[config.mk]
export PLATFORM = sky130hd
export DESIGN_NAME = shng_div
export DESIGN_NICKNAME = d
export VERILOG_FILES = /design/src/hdl/shng_pkg.sv /design/src/hdl/shng_div.sv
export SDC_FILE = /design/constraint.sdc
export NUM_CORES = 1
export LEC_CHECK = 0
export ABC_AREA = 0
export BUFFER_PORTS_ARGS = -buffer_cell sky130_fd_sc_hd__buf_4
export CAP_MARGIN = 20
export CORE_MARGIN = 4
export CORE_UTILIZATION = 25
export CTS_CLUSTER_SIZE = 10
export DETAILED_ROUTE_END_ITERATION = 8
export PLACE_DENSITY = 0.45
export SETUP_SLACK_MARGIN = 0.1
export SLEW_MARGIN = 10
export SYNTH_ARGS = -nofsm -noshare
export SYNTH_HDL_FRONTEND = slang
export SYNTH_SLANG_ARGS = --single-unit
[constraint.sdc]
create_clock -name clk_i -period 3.59 [get_ports clk_i]
set_clock_uncertainty 0.05 [all_clocks]
set_input_delay 0.5385 -clock clk_i [delete_from_list [all_inputs] [get_ports clk_i]]
set_output_delay 0.5385 -clock clk_i [all_outputs]
set_load 0.005 [all_outputs]
[src/hdl/shng_pkg.sv]
// Types, sizes and constants of the spatial hash neighbor grid.
package shng_pkg;

  // Table geometry; TABLE_ENTRIES is a power of two
  localparam int unsigned TABLE_ENTRIES = 1024;
  localparam int unsigned CELL_CAPACITY = 8;
  localparam int unsigned OUTPUT_LIMIT  = 64;
  localparam int unsigned MAX_PROBE     = 8;

  localparam int unsigned SLOT_W   = $clog2(TABLE_ENTRIES);
  localparam int unsigned MEMBER_W = $clog2(TABLE_ENTRIES * CELL_CAPACITY);
  localparam int unsigned CNT_W    = $clog2(CELL_CAPACITY + 1);
  localparam int unsigned NUM_W    = $clog2(OUTPUT_LIMIT + 1);
  localparam int unsigned PRB_W    = $clog2(MAX_PROBE + 1);

  localparam int unsigned CS_W    = 31;
  localparam int unsigned ID_W    = 16;
  localparam int unsigned POS_W   = 32;
  localparam int unsigned COORD_W = POS_W + 1;
  localparam int unsigned KEY_W   = 64;

  localparam logic [CS_W-1:0]  CELL_SIZE_RESET = CS_W'(65536);
  localparam logic [KEY_W-1:0] MIX1 = 64'h9e3779b97f4a7c15;
  localparam logic [KEY_W-1:0] MIX2 = 64'h3243f6a8885a308d;
  localparam logic [KEY_W-1:0] MIX3 = 64'h243f6a8885a308d3;
  localparam int unsigned      MIX_SHIFT = 32;

  // Action codes
  localparam logic [1:0] ACT_INSERT = 2'd0;
  localparam logic [1:0] ACT_QUERY  = 2'd1;
  localparam logic [1:0] ACT_CLEAR  = 2'd2;

  // Status codes
  localparam logic [1:0] ST_OK         = 2'd0;
  localparam logic [1:0] ST_CELL_FULL  = 2'd1;
  localparam logic [1:0] ST_TABLE_FULL = 2'd2;

  typedef logic [2:0][POS_W-1:0] pos3_t;

  typedef struct packed {
    logic [1:0]              action;
    logic [ID_W-1:0]         particle_id;
    logic signed [POS_W-1:0] pos_x;
    logic signed [POS_W-1:0] pos_y;
    logic signed [POS_W-1:0] pos_z;
  } in_item_t;

  typedef struct packed {
    logic [ID_W-1:0] neighbor_id;
    logic            has_id;
    logic            last;
    logic [1:0]      status;
    logic            truncated;
  } out_item_t;

  // One hash table slot
  typedef struct packed {
    logic             valid;
    logic [KEY_W-1:0] key;
    logic [CNT_W-1:0] count;
  } slot_t;

endpackage

[src/hdl/shng_div.sv]
// Three-lane restoring divider that floors Q16.16 positions by the cell size.
module shng_div import shng_pkg::*; (
  input  logic            clk_i,
  input  logic            rst_ni,
  input  logic            start_i,
  input  pos3_t           pos_i,
  input  logic [CS_W-1:0] divisor_i,
  output logic            done_o,
  output pos3_t           coord_o
);

  localparam int unsigned STEP_W = $clog2(POS_W);

  typedef enum logic [1:0] {D_IDLE, D_RUN, D_FIX} dstate_e;

  dstate_e           state_q;
  logic [STEP_W-1:0] step_q;
  logic              done_q;
  logic [POS_W-1:0]  dvs_q;
  pos3_t             quo_q, rem_q, quo_d, rem_d, fix_d, coord_q;
  logic [2:0]        neg_q;

  // One quotient bit per lane per cycle, then apply the floor correction
  always_comb begin
    logic [POS_W-1:0] sh;
    logic [POS_W:0]   trial;
    for (int l = 0; l < 3; l++) begin
      sh    = {rem_q[l][POS_W-2:0], quo_q[l][POS_W-1]};
      trial = {1'b0, sh} - {1'b0, dvs_q};
      if (!trial[POS_W]) begin
        rem_d[l] = trial[POS_W-1:0];
        quo_d[l] = {quo_q[l][POS_W-2:0], 1'b1};
      end else begin
        rem_d[l] = sh;
        quo_d[l] = {quo_q[l][POS_W-2:0], 1'b0};
      end
      if (!neg_q[l]) begin
        fix_d[l] = quo_q[l];
      end else if (rem_q[l] != '0) begin
        fix_d[l] = ~quo_q[l];
      end else begin
        fix_d[l] = -quo_q[l];
      end
    end
  end

  // Sequence the divider
  always_ff @(posedge clk_i or negedge rst_ni) begin
    if (!rst_ni) begin
      state_q <= D_IDLE;
      step_q  <= '0;
      done_q  <= 1'b0;
      dvs_q   <= '0;
      quo_q   <= '0;
      rem_q   <= '0;
      neg_q   <= '0;
      coord_q <= '0;
    end else begin
      done_q <= 1'b0;
      case (state_q)
        D_IDLE: begin
          if (start_i) begin
            for (int l = 0; l < 3; l++) begin
              neg_q[l] <= pos_i[l][POS_W-1];
              quo_q[l] <= pos_i[l][POS_W-1] ? -pos_i[l] : pos_i[l];
            end
            rem_q   <= '0;
            dvs_q   <= {1'b0, divisor_i};
            step_q  <= '0;
            state_q <= D_RUN;
          end
        end
        D_RUN: begin
          quo_q  <= quo_d;
          rem_q  <= rem_d;
          step_q <= step_q + 1'b1;
          if (step_q == STEP_W'(POS_W - 1)) begin
            state_q <= D_FIX;
          end
        end
        D_FIX: begin
          coord_q <= fix_d;
          done_q  <= 1'b1;
          state_q <= D_IDLE;
        end
        default: state_q <= D_IDLE;
      endcase
    end
  end

  assign done_o  = done_q;
  assign coord_o = coord_q;

endmodule

==> results.cfg <==
[worst_setup_path]
cp.required_ps = 3980
endpoint_kind = flop
cp_common_cell = or3_4
crit_type = reg2reg
crit_fanout = 4
crit_chain = or4_4 -> or3_4 -> or3_4 -> or3_4 -> or4_4 -> or3_4 -> o41ai_4 -> xor2_1 -> o21ai_1
cp_slowest_stage_delay_ps = 540
crit_arrival_ps = 3880
crit_path_top_delay_cell = or4_4
cp-start-kind = flop

[routing]
avgRoutedWirePerCell_um = 19.0
drc = 0
vias = 20400
wl_mm = 76.9
drt.antenna.violating_nets = 0
avgViaCountPerCell = 5.05
drtPass1Iterations = 5
drt_iter0_drc = 1323

[clock_network]
cts_inserted_buffers = 45
clock_path_buffers = 3
htreeDepth = 2
path_clk_slew_ps = 60
cts-root-buf = clkbuf_16
clk_latency_ps = 600
cts_tree = done
cts_sinks = 330

[worst_hold_path]
hp-class = in2reg

[sta]
rsz0062_at_grt = yes
timing.setup.tns_ps = 0
finalSetupViolCount = 0
tightest_slew_ps = 963
setup_slack_ps = 103
fmax_ghz = 0.287
fin_crit_ps = 3490
slew_viol_final = 0
hold_viol_final = 0
max_slew_margin = 0.358
fin_crit_sh = 0.971

[die]
start_util = 0.254
dieWidth_um = 303
pin_count = 227
dieArea_um2 = 91700
dieHeight_um = 303
core-area_um2 = 85700
rows = 107

[synthesis]
ys.flop_type = dfrtp_1
synth_edf_count = 0
async_flop_share = 1.00
synthesis.area_um2 = 21700
yosysUniqueCellTypes = 71
synth_cells = 2515
synth_warnings = 0
syn_nets = 2749
synth_area_per_cell_um2 = 8.64
yosysSeqAreaShare = 0.380
ys_seq_elements = 330

[outcome]
status = complete, no violations

[run]
maxCapViolCount = 0

[finish]
fin_area_um2 = 28100
num-nets-final = 3097
fillCellCount = 9025
drive_gt1_frac = 0.204
areaGrowthSynthToFinish_pct = 29.1
fin_util = 0.328

[grt]
gr-total-overflow = 0
first_global_vias = 20400
antenna_found_initial = 3
grt_max_degree = 81
grt_use_total = 0.163
grt_pass1_wl_mm = 119

[placed_design]
place_hpwl_mm = 57.1
place.gp.congestion = 0.842
dpl_cell_area_um2 = 26000
portBuffers = 226
dp_slack_ps = -99.0

[power]
ir_worst_vdd_mv = 0.494
power_density_nw_per_um2 = 1070
leakage_nw = 12.3
synthesized netlist by cell type (all sizes together) (13+ instances only):
master	n	area [um^2]
a21o	56	420
a21oi	125	626
a22o	15	131
a22oi	76	571
a32oi	14	123
clkbuf	128	480
dfrtp	330	8260
ha	101	1260
inv	74	278
mux2i	27	270
nand2	346	1300
nand2b	31	194
nand3	67	335
nor2	76	285
nor2b	15	93.8
nor3	19	95.1
nor4	36	225
o21a	13	97.6
o21ai	375	1880
o22ai	34	213
o311ai	13	114
o31ai	62	465
o41ai	30	289
or2	13	81.3
or3	26	188
or4	35	270
xnor2	78	683
xor2	175	1530
state kept, by name, indices dropped and copies added, names as in the netlist:
signal and cells:
coord_o 96, neg_q 3, rem_q 96, state_q 2, dvs_q 31, done_o 1
quo_q 96, step_q 5
logic make-up (layout without fill, tap and decap cells):
logic type | after synthesis | count (layout) | synth area share
AOI/OAI and AO/OA | 890 | 890 | 0.256
and+or+nand+nor | 702 | 702 | 0.153
DFF | 330 | 330 | 0.380
xor gates and xnor gates | 253 | 253 | 0.102
buffers and inverters | 208 | 590 | 0.0361
adders and majority gates | 104 | 104 | 0.0609
muxes | 28 | 28 | 0.0129
other | 0 | 2 | 0
worst max-delay path, delay by kind of cell (launching register included):
kind / cells / cell delay, ps
AOI/OAI and AO/OA: 2 / 290
xor gates and xnor gates: 1 / 180
DFF: 1 / 370
and+or+nand+nor: 6 / 2450
per-stage QoR:
| stage | cells | total power, mW | hold slack (ps) |
|---|---|---|---|
| after global routing | 4043 | 32.8 | 92.3 |
| final | 4043 | 30.1 | 102 |
| after CTS | 4023 | 29.4 | 74.5 |
| after global placement | 3935 | 24.3 | 419 |
| after floorplan | 2515 | 18.5 | 193 |
| after detailed placement | 3936 | 24.5 | 423 |
timing repair:
| action | 4_1_cts | 5_1_grt |
|---|---|---|
| cloned | 1 | 1 |
| gates resized for setup | 20 | 65 |
| hold buffers | 1 | 0 |
| endpoints found under the setup margin | 60 | 100 |
| hold endpoints to repair | 72 | 0 |
| pin swaps | 6 | 26 |
| buffers inserted | 4 | 16 |
layout by cell type (no fill, tap or decap), types with 68 or more instances in the layout:
cell type / n
nor2_1: 73
inv_1: 68
nand2_1: 342
xnor2_1: 78
ha_1: 96
a22oi_1: 76
xor2_1: 175
o21ai_0: 363
buf_4: 409
a21oi_1: 120
dfrtp_1: 329
report_power, final:
part	internal, mW	switching, mW	total [mW]
clock network	2.56	1.83	4.39
logic	8.89	9.91	18.8
registers	5.20	1.72	6.92
total	16.7	13.5	30.1
per-layer routing:
metal	share of wire	vias up	track usage
li1	-	9885	-
met1	0.46	9896	0.224
met2	0.46	525	0.264
met3	0.053	115	0.0258
met4	0.029	0	0.0516
met5	0	-	0
worst paths after layout:
check	from	endpoint	slack [ps]	depth (start not counted)
setup / recovery	quo_q[73]	coord_o[90]	100	9
hold / removal	divisor_i[26]	dvs_q[26]	100	3
setup reg to reg	quo_q[73]	coord_o[90]	100	9
hold reg to reg	coord_o[34]	coord_o[34]	430	2
max in group asynchronous	rst_ni	coord_o[89]	2000	3
min in group asynchronous	rst_ni	rem_q[23]	540	2
cell type report:
| type | instances | area (um^2) | area share |
|---|---|---|---|
| Timing Repair Buffer | 435 | 3560 | 0.127 |
| Antenna cell | 2 | 5.00 | 0.000178 |
| Multi-Input combinational cell | 1977 | 13100 | 0.466 |
| Clock buffer | 67 | 1290 | 0.0459 |
| Sequential cell | 330 | 8260 | 0.294 |
| Inverter | 74 | 280 | 0.00998 |
| Clock inverter | 14 | 150 | 0.00535 |
| Tap cell | 1144 | 1430 | 0.0510 |
No activity file was read; power rests on OpenSTA's default activity.
