--- src/hdl/shng_pkg.sv ---
// Types, sizes and constants of the spatial hash neighbor grid.
package shng_pkg;

  // Table geometry; TABLE_ENTRIES is a power of two
  localparam int unsigned TABLE_ENTRIES = 1024;
  localparam int unsigned CELL_CAPACITY = 8;
  localparam int unsigned OUTPUT_LIMIT  = 64;
  localparam int unsigned MAX_PROBE     = 8;

  localparam int unsigned SLOT_W   = $clog2(TABLE_ENTRIES);
  localparam int unsigned MEMBER_W = $clog2(TABLE_ENTRIES * CELL_CAPACITY);
  localparam int unsigned CNT_W    = $clog2(CELL_CAPACITY + 1);
  localparam int unsigned NUM_W    = $clog2(OUTPUT_LIMIT + 1);
  localparam int unsigned PRB_W    = $clog2(MAX_PROBE + 1);

  localparam int unsigned CS_W    = 31;
  localparam int unsigned ID_W    = 16;
  localparam int unsigned POS_W   = 32;
  localparam int unsigned COORD_W = POS_W + 1;
  localparam int unsigned KEY_W   = 64;

  localparam logic [CS_W-1:0]  CELL_SIZE_RESET = CS_W'(65536);
  localparam logic [KEY_W-1:0] MIX1 = 64'h9e3779b97f4a7c15;
  localparam logic [KEY_W-1:0] MIX2 = 64'h3243f6a8885a308d;
  localparam logic [KEY_W-1:0] MIX3 = 64'h243f6a8885a308d3;
  localparam int unsigned      MIX_SHIFT = 32;

  // Action codes
  localparam logic [1:0] ACT_INSERT = 2'd0;
  localparam logic [1:0] ACT_QUERY  = 2'd1;
  localparam logic [1:0] ACT_CLEAR  = 2'd2;

  // Status codes
  localparam logic [1:0] ST_OK         = 2'd0;
  localparam logic [1:0] ST_CELL_FULL  = 2'd1;
  localparam logic [1:0] ST_TABLE_FULL = 2'd2;

  typedef logic [2:0][POS_W-1:0] pos3_t;

  typedef struct packed {
    logic [1:0]              action;
    logic [ID_W-1:0]         particle_id;
    logic signed [POS_W-1:0] pos_x;
    logic signed [POS_W-1:0] pos_y;
    logic signed [POS_W-1:0] pos_z;
  } in_item_t;

  typedef struct packed {
    logic [ID_W-1:0] neighbor_id;
    logic            has_id;
    logic            last;
    logic [1:0]      status;
    logic            truncated;
  } out_item_t;

  // One hash table slot
  typedef struct packed {
    logic             valid;
    logic [KEY_W-1:0] key;
    logic [CNT_W-1:0] count;
  } slot_t;

endpackage

--- src/hdl/shng_hash.sv ---
// Cell hash mixer built around one 32x32 multiplier.
module shng_hash import shng_pkg::*; (
  input  logic               clk_i,
  input  logic               rst_ni,
  input  logic               start_i,
  input  logic [COORD_W-1:0] cx_i,
  input  logic [COORD_W-1:0] cy_i,
  input  logic [COORD_W-1:0] cz_i,
  output logic               done_o,
  output logic [KEY_W-1:0]   hash_o
);

  localparam int unsigned HALF = KEY_W / 2;

  typedef enum logic [1:0] {H_IDLE, H_MUL, H_ACC} hstate_e;

  hstate_e          state_q;
  logic [1:0]       term_q, part_q;
  logic             done_q;
  logic [KEY_W-1:0] x_q, y_q, z_q, h_q, acc_q, prod_q;
  logic [KEY_W-1:0] opnd, mconst, acc_d, hx, hd;
  logic [HALF-1:0]  a_part, m_part;

  // Select the operand and constant halves of the current partial product
  always_comb begin
    case (term_q)
      2'd0:    begin opnd = x_q; mconst = MIX2 ^ MIX2 ^ MIX1; end
      2'd1:    begin opnd = y_q; mconst = MIX2; end
      2'd2:    begin opnd = z_q; mconst = MIX3; end
      default: begin opnd = h_q; mconst = MIX1; end
    endcase
    a_part = (part_q == 2'd2) ? opnd[KEY_W-1:HALF] : opnd[HALF-1:0];
    m_part = (part_q == 2'd1) ? mconst[KEY_W-1:HALF] : mconst[HALF-1:0];
  end

  // Accumulate partial products and fold finished terms into the hash
  always_comb begin
    if (part_q == 2'd0) begin
      acc_d = prod_q;
    end else begin
      acc_d = acc_q + {prod_q[HALF-1:0], {HALF{1'b0}}};
    end
    hx = h_q ^ acc_d;
    case (term_q)
      2'd2:    hd = hx ^ (hx >> MIX_SHIFT);
      2'd3:    hd = acc_d ^ (acc_d >> MIX_SHIFT);
      default: hd = hx;
    endcase
  end

  // Sequence multiply and accumulate phases
  always_ff @(posedge clk_i or negedge rst_ni) begin
    if (!rst_ni) begin
      state_q <= H_IDLE;
      term_q  <= '0;
      part_q  <= '0;
      done_q  <= 1'b0;
      x_q     <= '0;
      y_q     <= '0;
      z_q     <= '0;
      h_q     <= '0;
      acc_q   <= '0;
      prod_q  <= '0;
    end else begin
      done_q <= 1'b0;
      case (state_q)
        H_IDLE: begin
          if (start_i) begin
            x_q     <= {{(KEY_W-COORD_W){cx_i[COORD_W-1]}}, cx_i};
            y_q     <= {{(KEY_W-COORD_W){cy_i[COORD_W-1]}}, cy_i};
            z_q     <= {{(KEY_W-COORD_W){cz_i[COORD_W-1]}}, cz_i};
            h_q     <= '0;
            term_q  <= '0;
            part_q  <= '0;
            state_q <= H_MUL;
          end
        end
        H_MUL: begin
          prod_q  <= KEY_W'(a_part) * KEY_W'(m_part);
          state_q <= H_ACC;
        end
        H_ACC: begin
          acc_q   <= acc_d;
          state_q <= H_MUL;
          if (part_q == 2'd2) begin
            h_q    <= hd;
            part_q <= '0;
            term_q <= term_q + 1'b1;
            if (term_q == 2'd3) begin
              done_q  <= 1'b1;
              state_q <= H_IDLE;
            end
          end else begin
            part_q <= part_q + 1'b1;
          end
        end
        default: state_q <= H_IDLE;
      endcase
    end
  end

  assign done_o = done_q;
  assign hash_o = h_q;

endmodule

--- config.mk ---
export PLATFORM = sky130hd
export DESIGN_NAME = shng_hash
export DESIGN_NICKNAME = d
export VERILOG_FILES = /design/src/hdl/shng_pkg.sv /design/src/hdl/shng_hash.sv
export SDC_FILE = /design/constraint.sdc
export NUM_CORES = 2
export LEC_CHECK = 0
export ABC_AREA = 1
export ABC_CLOCK_PERIOD_IN_PS = 8500
export BUFFER_PORTS_ARGS = -buffer_cell sky130_fd_sc_hd__buf_2
export CAP_MARGIN = 20
export CORE_AREA = 2 2 323 325
export CTS_BUF_LIST = sky130_fd_sc_hd__clkbuf_8 sky130_fd_sc_hd__clkbuf_16
export CTS_CLUSTER_SIZE = 25
export DETAILED_ROUTE_END_ITERATION = 16
export DIE_AREA = 0 0 325 327
export PLACE_DENSITY = 0.62
export SLEW_MARGIN = 25
export SYNTH_ARGS = -nofsm -noshare
export SYNTH_HDL_FRONTEND = slang
export SYNTH_SLANG_ARGS = --single-unit
--- constraint.sdc ---
create_clock -name clk_i -period 8.5 [get_ports clk_i]
set_input_delay 0.425 -clock clk_i [delete_from_list [all_inputs] [get_ports clk_i]]
set_output_delay 0.425 -clock clk_i [all_outputs]
set_load 0.02 [all_outputs]
==> results.md <==
- Outcome: finished with violations
- Failing checks: negative setup slack
- Final Core Density: 59.38%
- Pin count of the biggest net entering global routing: 145
- Yosys top cell area share: 35.12%
- Port bufs: 166
- Placer congestion estimate: 1.017
- Layout cells sized above 1: 20.84%
- Post-Route WL: 199300 microns
- Ant diodes: 0
- Vias in the first global route: 45520
- Critical path class: reg -> reg
- Ys Warns: 0
- Critical Path End Type: register
- WP data required: 8.97 ns
- Critical path peak fanout: 8
- First-pass GRT wire length: 292900 microns
- CTS Buf Count: 28
- Gr usage total: 37.35%
- Routed Antenna Nets: 0
- CORE AREA: 102900 sq um
- Max-Cap Viols: 0
- Fmax: 117.3 MHz
- Period utilisation layout: 100.3%
- Worst-path clk slew: 0.07 ns
- Area of the multi-input gates: 38280 sq um
- # setup viols final: 1
- Worst-margin pin slew: 0.9924 ns
- Syn_nets: 7769
- CTS tree: built
- RSZ-0062 raised after global routing: yes
- DRC viols: 0
- Slew Limit Headroom: 33.14%
- Critical path launch point type: register
- Critical path's most frequent cell: fa_1
- CP peak stage delay: 0.61 ns
- Synth Cell Area: 51130 sq um
- Mean routed wirelength per cell: 23.35 microns
- H-tree Lvls: 1
- Fin nets: 8440
- Starting density of the core: 49.68%
- # IOs: 167
- Register area: 7458 sq um
- Clock sink count: 298
- Number of synthesized flops with an enable pin: 0
- Post-DP HPWL: 169100 microns
- Worst EP arrival: 9.00 ns
- Clk Latency, worst-skew pair: 0.61 ns
- Post-layout minimum cycle time: 8.528 ns
- Synth area leaders: fa_1 (35%), dfrtp_1 (15%), nand2_1 (11%)
- Row cnt: 118
- Mean post-synth cell area: 7.909 sq um
- Post-synth top flop: dfrtp_1
- Cell taking the most area after synthesis: fa_1
- Vias/cell: 5.404
- Vias post-DR: 46130
- Mapped Cells: 6464
- Initial antenna violation count: 6
- Flops & latches, synth: 298
- Die X: 325 microns
- Gr ovfl total: 0
- Crit-path slowest cell: fa_2
- Drt pass-1 iters: 6
- Unique cell type count in the Yosys netlist: 49
- Layout Skew: 0.02672 ns
- Seq/Total Area, Yosys: 14.59%
- Number of DRC markers in iteration 0: 4906
- Fin. max-slew vios: 0
- Die height: 327 microns
- Max Root-Sink Buffers: 3
- Clock Root Buffer: clkbuf_16
- Setup WS post-layout: -0.02790 ns
- Fill cells: 9637
- Die footprint: 106300 sq um
- Endpoints failing hold: 0
- Fraction of registers with async set/reset: 100.0%
- Worst hold path type: in -> reg
- Area Overhead vs Synth: 19.52%
-- metrics by stage --
stage | TNS [ns] | hold WS, ns | std cells | area (sq um) | setup slack (ns)
detailed placement | -2.831 | 0.4678 | 8426 | 57810 | -0.4661
CTS | -0.2275 | 0.01831 | 8484 | 59150 | -0.07475
finish | -0.02790 | 0.04219 | 8536 | 61110 | -0.02790
global route | -2.875 | 0.02764 | 8536 | 61110 | -0.2334
floorplan | 0 | 0.1294 | 6464 | 51130 | 0.7011
global placement | -1.449 | 0.4628 | 8426 | 57810 | -0.3790
-- metal layers --
layer  global-route usage [%]  share of wire [%]
met1                    54.06                 43
met2                    54.50                 42
met3                    8.992                 11
met4                    13.76                4.6
met5                        0              0.013
-- cell families after synthesis --
kind of cell / share of synthesized area [%]
AOI/OAI and AO/OA: 6.321
DFF: 14.59
muxes: 2.181
adders and majority gates: 42.61
buffers and inverters: 13.41
and+or+nand+nor: 19.71
xor gates and xnor gates: 1.182
-- critical path, delay by kind of cell (launching register included) --
family	cells	cell delay, ns
AO/OA/AOI/OAI	7	1.14
buffers and inverters	12	1.29
flip-flops	1	0.38
AND/OR/NAND/NOR	6	0.49
XOR/XNOR	1	0.32
adder cells (fa/ha/maj)	10	4.75
-- timing repair --
action	CTS	global route
hold endpoints to repair	100	0
hold buffers	1	0
resized for setup	80	407
setup buffers	5	51
pin swaps	5	85
gates cloned	1	2
setup endpoints to repair	36	49
-- cell usage in the layout, fill, tap and decap left out, types with 37 or more instances in the layout --
cell and count:
inv_1 1430, nand2_1 1423, fa_1 843, buf_4 620
nor2_1 517, dfrtp_1 297, nand3_1 277, ha_1 271
o21ai_0 248, buf_2 165, mux2_2 99, a21oi_1 83
nand2_2 64, inv_2 56, fa_2 54, a21oi_2 52
xor2_1 48, buf_12 45, nor2_2 44, o21ai_1 41
or2_2 37
-- layout make-up --
class | instances | area share [%]
multi-input cells | 4425 | 62.64
flip-flops and latches | 298 | 12.21
repair buffers | 872 | 11.33
inverters | 1510 | 9.384
well taps | 1380 | 2.826
clock buffers | 30 | 1.192
clock inverters | 21 | 0.4259
-- flip-flops by register name, summed over array words and instances, names as in the netlist --
register and flops:
prod_q 64, x_q 33, part_q 2, acc_q 64
y_q 33, state_q 2, term_q 2, hash_o 64
z_q 33, done_o 1
-- synth_stat cells, drive strengths merged (2+ instances only) --
master     n
o211ai    36
nand3    292
nor4       2
nor2     580
clkinv    10
a21boi     6
and3       4
o21bai    12
o21a      11
xor2      50
dfrtp    298
clkbuf   123
mux2      99
or2       42
fa       897
nand3b    14
a21oi    140
ha       306
a221oi     6
o21ai    314
o22ai     23
nand2   1512
nand4     19
nor3      15
a21o       9
a211oi     2
buf      108
inv     1500
a31oi     11
xnor2     19
-- path summary, 6_finish.rpt --
path	startpoint	to	slack, ns	depth (start not counted)
max	term_q[0]$_DFFE_PN0P_	prod_q[36]$_DFFE_PN0N_	-0.03	36
min	cy_i[11]	y_q[11]$_DFFE_PN0P_	0.04	2
max reg2reg	term_q[0]$_DFFE_PN0P_	prod_q[36]$_DFFE_PN0N_	-0.03	36
min reg2reg	acc_q[10]$_DFFE_PN0P_	acc_q[10]$_DFFE_PN0P_	0.48	2
max in group asynchronous	rst_ni	acc_q[16]$_DFFE_PN0P_	6.68	3
min in group asynchronous	rst_ni	z_q[24]$_DFFE_PN0P_	0.42	2
Power is not shown: default switching activity piles up to over one toggle a cycle in this logic, so the estimate is an artifact.
